### config.mk
export PLATFORM = sky130hd
export DESIGN_NAME = unicode_transcoder_top_flat
export DESIGN_NICKNAME = d
export VERILOG_FILES = /design/src/rtl/core/ut_pkg.sv /design/src/rtl/core/ut_in_if.sv /design/src/rtl/core/ut_out_if.sv /design/src/rtl/core/ut_decode.sv /design/src/rtl/core/ut_outbuf.sv /design/src/rtl/core/unicode_transcoder_top.sv /design/src/flat_wrapper.sv
export SDC_FILE = /design/constraint.sdc
export NUM_CORES = 1
export LEC_CHECK = 0
export BUFFER_PORTS_ARGS = -buffer_cell sky130_fd_sc_hd__buf_4
export CELL_PAD_IN_SITES_DETAIL_PLACEMENT = 0
export CELL_PAD_IN_SITES_GLOBAL_PLACEMENT = 1
export CORE_ASPECT_RATIO = 0.6
export CORE_MARGIN = 2
export CORE_UTILIZATION = 44
export CTS_CLUSTER_DIAMETER = 30
export DETAILED_ROUTE_END_ITERATION = 8
export GPL_TIMING_DRIVEN = 1
export PLACE_DENSITY = 0.82
export SYNTH_ARGS = -nofsm -noshare
export SYNTH_HDL_FRONTEND = slang
export SYNTH_SLANG_ARGS = --single-unit
### constraint.sdc
create_clock -name clk_i -period 5.9 [get_ports clk_i]
set_clock_uncertainty 0.2 [all_clocks]
set_input_delay 0.885 -clock clk_i [delete_from_list [all_inputs] [get_ports clk_i]]
set_output_delay 0.885 -clock clk_i [all_outputs]
set_load 0.05 [all_outputs]
### src/rtl/core/ut_pkg.sv
// shared types and constants of the unicode transcoder
// used by the decode stage, the output buffer, the checker and the bench
package ut_pkg;

  // width of the converted code point counter, 8 to 32
  localparam int unsigned CountWidth = 16;

  // maximum number of output words caused by one input word
  localparam int unsigned MaxRes = 4;

  typedef enum logic [1:0] {
    FmtUcs2  = 2'd0,
    FmtUtf32 = 2'd1,
    FmtUtf16 = 2'd2,
    FmtUtf8  = 2'd3
  } fmt_e;

  typedef enum logic [1:0] {
    StData  = 2'd0,
    StUnrep = 2'd1,
    StTrunc = 2'd2
  } status_e;

  // configuration register indexes
  localparam logic [1:0] RegSrcFmt = 2'd0;
  localparam logic [1:0] RegTgtFmt = 2'd1;

  // reset values of the format registers
  localparam fmt_e SrcFmtReset = FmtUtf8;
  localparam fmt_e TgtFmtReset = FmtUtf32;

  // output words of one input word, handed from decode to the buffer
  typedef struct packed {
    logic [MaxRes-1:0][7:0] data;
    logic [2:0]             nres;
    status_e                status;
  } result_t;

endpackage

### src/rtl/core/ut_in_if.sv
// input word channel of the unicode transcoder
// carries valid, ready and one source byte with its end flag
interface ut_in_if;
  logic       valid;
  logic       ready;
  logic [7:0] in_byte;
  logic       end_of_input;

  modport src (output valid, in_byte, end_of_input, input ready);
  modport snk (input valid, in_byte, end_of_input, output ready);
endinterface

### src/rtl/core/ut_out_if.sv
// output word channel of the unicode transcoder
// carries valid, ready and one encoded byte with status and count
interface ut_out_if;
  logic        valid;
  logic        ready;
  logic [7:0]  out_byte;
  logic [1:0]  status;
  logic        last_of_run;
  logic [15:0] converted_count;

  modport src (output valid, out_byte, status, last_of_run, converted_count, input ready);
  modport snk (input valid, out_byte, status, last_of_run, converted_count, output ready);
endinterface

### src/rtl/core/ut_decode.sv
// unit gathering, surrogate pairing and target encoding for one input word
// holds the format registers and the unit state; depends on ut_pkg
module ut_decode (
  input  logic               clk_i,
  input  logic               rst_ni,
  input  logic               cfg_we_i,
  input  logic [1:0]         cfg_idx_i,
  input  logic [1:0]         cfg_data_i,
  input  logic               accept_i,
  input  logic [7:0]         in_byte_i,
  input  logic               eoi_i,
  output ut_pkg::result_t    res_o,
  output logic [15:0]        count_o
);

  ut_pkg::fmt_e src_fmt_q, tgt_fmt_q;
  logic [31:0] acc_q;
  logic [1:0]  bg_q;
  logic [2:0]  exp_q;
  logic [15:0] hi_q;
  logic        pend_q;
  logic [ut_pkg::CountWidth-1:0] cnt_q, cnt_d;

  logic [31:0] acc_d;
  logic [2:0]  len_d;
  logic [2:0]  got;
  logic        complete;
  logic        do_emit, do_hold, do_trunc, bump;
  logic [31:0] cp, v;
  logic [15:0] hs, ls;
  ut_pkg::result_t res;

  // gather the next byte into the unit
  always_comb begin
    acc_d = acc_q;
    len_d = exp_q;
    got   = {1'b0, bg_q} + 3'd1;
    if (exp_q == 3'd0) begin
      got   = 3'd1;
      acc_d = {24'd0, in_byte_i};
      unique case (src_fmt_q)
        ut_pkg::FmtUtf32: len_d = 3'd4;
        ut_pkg::FmtUtf8: begin
          if (in_byte_i < 8'h80) begin
            len_d = 3'd1;
          end else if (in_byte_i < 8'hE0) begin
            len_d = 3'd2;
            acc_d = {27'd0, in_byte_i[4:0]};
          end else if (in_byte_i < 8'hF0) begin
            len_d = 3'd3;
            acc_d = {28'd0, in_byte_i[3:0]};
          end else begin
            len_d = 3'd4;
            acc_d = {29'd0, in_byte_i[2:0]};
          end
        end
        default: len_d = 3'd2;
      endcase
    end else if (src_fmt_q == ut_pkg::FmtUtf8) begin
      acc_d = {acc_q[25:0], in_byte_i[5:0]};
    end else begin
      acc_d = acc_q | ({24'd0, in_byte_i} << {bg_q, 3'b000});
    end
    complete = (got >= len_d);
  end

  // pick the code point, pairing surrogates in utf-16 input
  always_comb begin
    do_emit  = 1'b0;
    do_hold  = 1'b0;
    do_trunc = 1'b0;
    cp       = acc_d;
    if (complete) begin
      if (src_fmt_q != ut_pkg::FmtUtf16) begin
        do_emit = 1'b1;
      end else if (pend_q) begin
        do_emit = 1'b1;
        if (acc_d >= 32'hDC00 && acc_d <= 32'hDFFF) begin
          cp = 32'h10000 + {12'd0, hi_q[9:0], acc_d[9:0]};
        end else begin
          cp = {16'd0, hi_q};
        end
      end else if (acc_d >= 32'hD800 && acc_d <= 32'hDBFF && !eoi_i) begin
        do_hold = 1'b1;
      end else begin
        do_emit = 1'b1;
      end
    end else begin
      do_trunc = eoi_i;
    end
  end

  // encode in the target format
  always_comb begin
    res.data   = '0;
    res.nres   = 3'd0;
    res.status = ut_pkg::StData;
    bump       = 1'b0;
    v          = cp - 32'h10000;
    hs         = 16'hD800 + v[25:10];
    ls         = {6'b110111, v[9:0]};
    if (do_emit) begin
      bump = 1'b1;
      unique case (tgt_fmt_q)
        ut_pkg::FmtUcs2: begin
          if (cp > 32'hFFFF) begin
            res.nres   = 3'd1;
            res.status = ut_pkg::StUnrep;
            bump       = 1'b0;
          end else begin
            res.nres    = 3'd2;
            res.data[0] = cp[7:0];
            res.data[1] = cp[15:8];
          end
        end
        ut_pkg::FmtUtf32: begin
          res.nres = 3'd4;
          res.data = cp;
        end
        ut_pkg::FmtUtf16: begin
          if (cp < 32'h10000) begin
            res.nres    = 3'd2;
            res.data[0] = cp[7:0];
            res.data[1] = cp[15:8];
          end else begin
            res.nres = 3'd4;
            res.data = {ls, hs};
          end
        end
        default: begin
          if (cp < 32'h80) begin
            res.nres    = 3'd1;
            res.data[0] = cp[7:0];
          end else if (cp < 32'h800) begin
            res.nres    = 3'd2;
            res.data[0] = 8'hC0 | cp[13:6];
            res.data[1] = {2'b10, cp[5:0]};
          end else if (cp < 32'h10000) begin
            res.nres    = 3'd3;
            res.data[0] = 8'hE0 | cp[19:12];
            res.data[1] = {2'b10, cp[11:6]};
            res.data[2] = {2'b10, cp[5:0]};
          end else begin
            res.nres    = 3'd4;
            res.data[0] = 8'hF0 | cp[25:18];
            res.data[1] = {2'b10, cp[17:12]};
            res.data[2] = {2'b10, cp[11:6]};
            res.data[3] = {2'b10, cp[5:0]};
          end
        end
      endcase
    end else if (do_trunc) begin
      res.nres   = 3'd1;
      res.status = ut_pkg::StTrunc;
    end
  end

  // saturating count of converted code points
  always_comb begin
    cnt_d = cnt_q;
    if (bump && cnt_q != '1) begin
      cnt_d = cnt_q + {{(ut_pkg::CountWidth-1){1'b0}}, 1'b1};
    end
  end

  assign res_o   = res;
  assign count_o = 16'(cnt_d);

  always_ff @(posedge clk_i or negedge rst_ni) begin
    if (!rst_ni) begin
      src_fmt_q <= ut_pkg::SrcFmtReset;
      tgt_fmt_q <= ut_pkg::TgtFmtReset;
      acc_q     <= '0;
      bg_q      <= '0;
      exp_q     <= '0;
      hi_q      <= '0;
      pend_q    <= 1'b0;
      cnt_q     <= '0;
    end else if (cfg_we_i) begin
      if (cfg_idx_i == ut_pkg::RegSrcFmt) begin
        // format change drops any partial unit and held surrogate
        src_fmt_q <= ut_pkg::fmt_e'(cfg_data_i);
        acc_q     <= '0;
        bg_q      <= '0;
        exp_q     <= '0;
        hi_q      <= '0;
        pend_q    <= 1'b0;
      end else if (cfg_idx_i == ut_pkg::RegTgtFmt) begin
        tgt_fmt_q <= ut_pkg::fmt_e'(cfg_data_i);
      end
    end else if (accept_i) begin
      if (eoi_i) begin
        acc_q  <= '0;
        bg_q   <= '0;
        exp_q  <= '0;
        hi_q   <= '0;
        pend_q <= 1'b0;
        cnt_q  <= '0;
      end else begin
        cnt_q <= cnt_d;
        if (complete) begin
          acc_q <= '0;
          bg_q  <= '0;
          exp_q <= '0;
          if (do_hold) begin
            hi_q   <= acc_d[15:0];
            pend_q <= 1'b1;
          end else if (src_fmt_q == ut_pkg::FmtUtf16) begin
            hi_q   <= '0;
            pend_q <= 1'b0;
          end
        end else begin
          acc_q <= acc_d;
          bg_q  <= got[1:0];
          exp_q <= len_d;
        end
      end
    end
  end

endmodule

### src/rtl/core/ut_outbuf.sv
// result register holding the output words of one input word,
// handed out one per cycle while ready; needs ut_pkg, ut_out_if
module ut_outbuf (
  input  logic            clk_i,
  input  logic            rst_ni,
  input  logic            load_i,
  input  ut_pkg::result_t res_i,
  input  logic [15:0]     count_i,
  output logic            in_ready_o,
  ut_out_if.src           res_o
);

  logic                            busy_q;
  logic [1:0]                      idx_q;
  logic [ut_pkg::MaxRes-1:0][7:0]  data_q;
  logic [2:0]                      nres_q;
  ut_pkg::status_e                 status_q;
  logic [15:0]                     count_q;
  logic                            fire, last, drain;

  assign last  = ({1'b0, idx_q} == (nres_q - 3'd1));
  assign fire  = busy_q && res_o.ready;
  assign drain = fire && last;

  // takes a word when idle or as the last buffered word leaves
  assign in_ready_o = !busy_q || drain;

  assign res_o.valid           = busy_q;
  assign res_o.out_byte        = data_q[idx_q];
  assign res_o.status          = status_q;
  assign res_o.last_of_run     = last;
  assign res_o.converted_count = count_q;

  always_ff @(posedge clk_i or negedge rst_ni) begin
    if (!rst_ni) begin
      busy_q <= 1'b0;
      idx_q  <= '0;
    end else if (load_i) begin
      busy_q <= 1'b1;
      idx_q  <= '0;
    end else if (drain) begin
      busy_q <= 1'b0;
    end else if (fire) begin
      idx_q <= idx_q + 2'd1;
    end
  end

  always_ff @(posedge clk_i) begin
    if (load_i) begin
      data_q   <= res_i.data;
      nres_q   <= res_i.nres;
      status_q <= res_i.status;
      count_q  <= count_i;
    end
  end

endmodule

### src/rtl/core/unicode_transcoder_top.sv
// top level of the unicode transcoder
// uses ut_pkg, ut_in_if, ut_out_if, ut_decode and ut_outbuf
//
// usage
// - src_i brings one source byte per word, with end_of_input on the last
//   byte of a buffer; res_o gives the target bytes, one per word
// - cfg_we_i writes register cfg_idx_i: 0 source format, 1 target format
//   (0 ucs-2le, 1 utf-32le, 2 utf-16le, 3 utf-8); other indexes are ignored;
//   write only while no output word is pending
// - an input word is decoded and encoded in the cycle it is accepted; its
//   output words appear on res_o from the next cycle
// - an input word causes 0 to 4 output words; res_o sends one per cycle
//   while res_o is ready, and a new word is taken in the same cycle the
//   last buffered word leaves
// - words that only add to a partial unit or hold a high surrogate
//   produce nothing and pass at one per cycle unless output words are pending
// - status 1 flags a code point above 0xffff aimed at ucs-2, status 2 a
//   truncated unit at end of input; both carry a zero byte
// - converted_count counts code points since the last end of input
// - reset selects utf-8 in, utf-32le out and clears all unit state;
//   when res_o stalls, the buffered words hold and src_i is not ready
module unicode_transcoder_top (
  input  logic       clk_i,
  input  logic       rst_ni,
  ut_in_if.snk       src_i,
  ut_out_if.src      res_o,
  input  logic       cfg_we_i,
  input  logic [1:0] cfg_idx_i,
  input  logic [1:0] cfg_data_i
);

  ut_pkg::result_t res;
  logic [15:0]     count;
  logic            in_ready;
  logic            accept;

  assign src_i.ready = in_ready;
  assign accept      = src_i.valid && in_ready;

  // decode and encode the accepted byte, update unit state
  ut_decode u_decode (
    .clk_i      (clk_i),
    .rst_ni     (rst_ni),
    .cfg_we_i   (cfg_we_i),
    .cfg_idx_i  (cfg_idx_i),
    .cfg_data_i (cfg_data_i),
    .accept_i   (accept),
    .in_byte_i  (src_i.in_byte),
    .eoi_i      (src_i.end_of_input),
    .res_o      (res),
    .count_o    (count)
  );

  // only words with output are loaded into the result register
  ut_outbuf u_outbuf (
    .clk_i      (clk_i),
    .rst_ni     (rst_ni),
    .load_i     (accept && (res.nres != 3'd0)),
    .res_i      (res),
    .count_i    (count),
    .in_ready_o (in_ready),
    .res_o      (res_o)
  );

endmodule

### src/flat_wrapper.sv
// flat-port wrapper written by rule: the top's interface ports become plain ports
module unicode_transcoder_top_flat 
  (clk_i, rst_ni, cfg_we_i, cfg_idx_i, cfg_data_i, src_i_valid, src_i_in_byte, src_i_end_of_input, src_i_ready, res_o_valid, res_o_out_byte, res_o_status, res_o_last_of_run, res_o_converted_count, res_o_ready);
  ut_in_if src_i_i ();
  ut_out_if res_o_i ();
  input  logic clk_i;
  input  logic rst_ni;
  input  logic cfg_we_i;
  input  logic [1:0] cfg_idx_i;
  input  logic [1:0] cfg_data_i;
  input wire logic [$bits(src_i_i.valid)-1:0] src_i_valid;
  input wire logic [$bits(src_i_i.in_byte)-1:0] src_i_in_byte;
  input wire logic [$bits(src_i_i.end_of_input)-1:0] src_i_end_of_input;
  output wire logic [$bits(src_i_i.ready)-1:0] src_i_ready;
  output wire logic [$bits(res_o_i.valid)-1:0] res_o_valid;
  output wire logic [$bits(res_o_i.out_byte)-1:0] res_o_out_byte;
  output wire logic [$bits(res_o_i.status)-1:0] res_o_status;
  output wire logic [$bits(res_o_i.last_of_run)-1:0] res_o_last_of_run;
  output wire logic [$bits(res_o_i.converted_count)-1:0] res_o_converted_count;
  input wire logic [$bits(res_o_i.ready)-1:0] res_o_ready;
  assign src_i_i.valid = src_i_valid;
  assign src_i_i.in_byte = src_i_in_byte;
  assign src_i_i.end_of_input = src_i_end_of_input;
  assign src_i_ready = src_i_i.ready;
  assign res_o_valid = res_o_i.valid;
  assign res_o_out_byte = res_o_i.out_byte;
  assign res_o_status = res_o_i.status;
  assign res_o_last_of_run = res_o_i.last_of_run;
  assign res_o_converted_count = res_o_i.converted_count;
  assign res_o_i.ready = res_o_ready;
  unicode_transcoder_top u_core (.clk_i(clk_i), .rst_ni(rst_ni), .src_i(src_i_i), .res_o(res_o_i), .cfg_we_i(cfg_we_i), .cfg_idx_i(cfg_idx_i), .cfg_data_i(cfg_data_i));
endmodule
==> flow_summary_export.csv <==
group,metric,value,unit
place,dpl.hpwl,20500,µm
logic_synthesis,synth_top_area_share,0.216,
clock_network,cts_buffers,17,
drt,wl_met3,3470,µm
worst_setup_path,cp-start-kind,"flop",
place,preCtsSetupSlack,0.358,ns
clock_network,cts-root-buf,"clkbuf_16",
worst_setup_path,crit_path_frequent_cell,"nand2_1",
logic_synthesis,netlist_top_cells_count,"nand2_1, dfrtp_1, a21oi_1",
clock_network,clk_pin_slew,0.06,ns
global_route,overflow,0,
finish,fillers,1769,
clock_network,postCtsHoldBufs,0,
worst_setup_path,crit_type,"flop to flop",
clock_network,clockBufferDepth,2,
finish,antenna_cells,0,
global_route,grt_pass1_vias,7480,
drt,ant_nets,0,
sta,hold_viol,0,
drt,routed_wl,28100,µm
logic_synthesis,synth_warnings,0,
finish,final_util,0.521,
sta,setup_violations,0,
sta,slew_violations,0,
finish,drive_above_1_share,0.166,
floorplan,dieArea,20700,µm²
sta,rsz0062_at_grt,"no",
finish,instances_no_fill,1264,
global_route,grt_pass1_wl,44200,µm
logic_synthesis,avgSynthCellArea,9.10,µm²
finish,syn2layout_area_growth,15.8,%
power_and_ir_drop,finalPower,5.37,mW
global_route,grt_max_degree,54,
floorplan,die_width,184,µm
logic_synthesis,synth.most_common_cell,"nand2_1",
logic_synthesis,netlist_top_cells_area,"dfrtp_1, edfxtp_1, nand2_1, a21oi_1, o31ai_1",
sta,fin_crit_sh,0.940,
global_route,antenna_found_initial,0,
place,io_buffers,46,
sta,fmaxAchievable,0.180,GHz
worst_setup_path,cp_data_arrival_time,5.53,ns
place,place_congestion,0.977,
floorplan,core_area,19100,µm²
worst_setup_path,cp_top_family,"simple AND/OR/NAND/NOR gates",
logic_synthesis,synth_area_leader_cell,"dfrtp_1",
worst_setup_path,cp_max_fo,25,
logic_synthesis,synth_edf_count,53,
worst_setup_path,slowest_stage,"dfrtp_1",
worst_setup_path,crit_buf_inv,1,
global_route,track_usage,0.283,
sta,worst_pin_slew,1.35,ns
drt,dr.first_iter.drc_count,1112,
clock_network,cts_tree,"built",
drt,dr.pass1.iters,8,
sta,finalWorstPathRequiredPeriod,5.55,ns
worst_setup_path,critPathRequiredTime,5.88,ns
logic_synthesis,yosysSeqAreaShare,0.410,
drt,avgViaCountPerCell,6.33,
drt,wire_per_inst,22.2,µm
finish,nets,1012,
floorplan,die_y,112,µm
logic_synthesis,synthesis.area,8590,µm²
logic_synthesis,synth.distinct_cells,82,
logic_synthesis,synth-seq-cells,130,
floorplan,initial_core_util,0.450,
logic_synthesis,async_flop_share,0.592,
worst_setup_path,cp_cell_sequence,"and3b_1, o311ai_2, nor4b_2, nand2_2, or3_4, o31ai_1, inv_1, ha_1, nand2_1, or3_1, nand2_1, o221ai_1, a21oi_1, nor4b_1",
clock_network,htreeDepth,4,
hold_path,hold_class,"primary input to async pin",
sta,setup_tns,0,ns
sta,max_slew_margin,0.0937,
logic_synthesis,synth_nets,971,
drt,wl_met1,13500,µm
clock_network,cts_sinks,130,
drt,post-route-drc-count,0,
worst_setup_path,slowest_delay,0.84,ns
finish,seqCellArea,3530,µm²
floorplan,io_pins,47,
clock_network,clk-insertion-delay-late,0.44,ns
drt,vias,8004,
drt,wl_met2,10800,µm
power_and_ir_drop,vdd_ir_drop_max,0.000241,V
finish,multiInputGateArea,4740,µm²
power_and_ir_drop,leakage,3.98,nW
outcome,outcome,"finished, final reports clean",
worst_setup_path,end_kind,"flop",
drt,top_layer,"met4",
place,dp.cells,1232,
run,max_cap_violations,0,
power_and_ir_drop,power_density,540,nW/µm²
sta,setup_ws,0.353,ns
logic_synthesis,synthFlopType,"dfrtp_1",
clock_network,cts_setup_buffers,0,
floorplan,placementRows,39,
logic_synthesis,syn_inst,944,
[final cells by class]
cell class / instances / area share
well taps: 266 / 0.0335
clock buffers: 24 / 0.0496
repair buffers: 87 / 0.0669
clock inverters: 8 / 0.0123
multi-input cells: 731 / 0.476
inverters: 18 / 0.00680
flip-flops and latches: 130 / 0.355
[final timing paths]
check | start | endpoint | slack [ns] | cells past startpoint
max | u_core.u_decode.bg_q[1] | u_core.u_outbuf.data_q[20] | 0.35 | 14
min | rst_ni | u_core.u_decode.acc_q[18] | 0.17 | 1
max reg2reg | u_core.u_decode.bg_q[1] | u_core.u_outbuf.data_q[20] | 0.35 | 14
min reg2reg | u_core.u_decode.hi_q[15] | u_core.u_decode.hi_q[15] | 0.27 | 2
max in group asynchronous | rst_ni | u_core.u_decode.exp_q[1] | 4.30 | 2
min in group clk_i | u_core.u_decode.hi_q[15] | u_core.u_decode.hi_q[15] | 0.27 | 2
[metal layers]
layer | track usage | up-vias
li1 | - | 3678
met1 | 0.433 | 3819
met2 | 0.360 | 470
met3 | 0.120 | 37
met4 | 0.0688 | 0
met5 | 0 | -
[report_power, final]
part	total [mW]	switching, mW	internal [mW]
registers	1.30	0.173	1.13
clock network	1.11	0.402	0.712
logic	2.95	1.98	0.972
[state kept, by name, summed over array words and instances (netlist names), 3 cells and up]
| register | flops |
|---|---|
| u_core.u_decode.acc_q | 32 |
| u_core.u_outbuf.data_q | 32 |
| u_core.u_decode.cnt_q | 16 |
| u_core.u_decode.hi_q | 16 |
| u_core.u_outbuf.res_o.converted_count | 16 |
| u_core.u_decode.exp_q | 3 |
| u_core.u_outbuf.nres_q | 3 |
[timing repair]
action                                  CTS  global route
gates resized for setup                   0             2
hold endpoints to repair                  0             0
endpoints found under the setup margin    0             1
[layout by cell type (no fill, tap or decap), types with 9 or more instances in the layout]
cell,count
dfrtp_1,74
edfxtp_1,53
a31oi_1,29
o31ai_1,40
nor3_1,22
a21o_1,11
xnor2_1,14
o21ai_0,57
and3_1,11
ha_1,9
nand2_1,113
and3b_1,9
nand3b_1,12
xor2_1,12
o211ai_1,16
clkbuf_16,18
inv_1,18
nand3_1,45
mux2i_1,18
buf_4,86
or3_1,12
and2_1,12
nor2_1,64
a21oi_1,66
[through the flow]
stage | area [µm²] | hold slack [ns]
CTS | 9930 | 0.176
floorplan | 8590 | 0.230
global placement | 9320 | 0.252
detailed placement | 9320 | 0.260
global route | 9940 | 0.194
finish | 9940 | 0.169
[cells by family (layout without fill, tap and decap cells)]
group,Yosys count,count (layout),synth area share
AOI/OAI and AO/OA,313,313,0.251
xor gates and xnor gates,26,26,0.0265
adders and majority gates,9,9,0.0131
buffers and inverters,83,137,0.0426
DFF,130,130,0.410
muxes,33,33,0.0512
and+or+nand+nor,350,350,0.206
No activity file was read; power rests on OpenSTA's default activity.
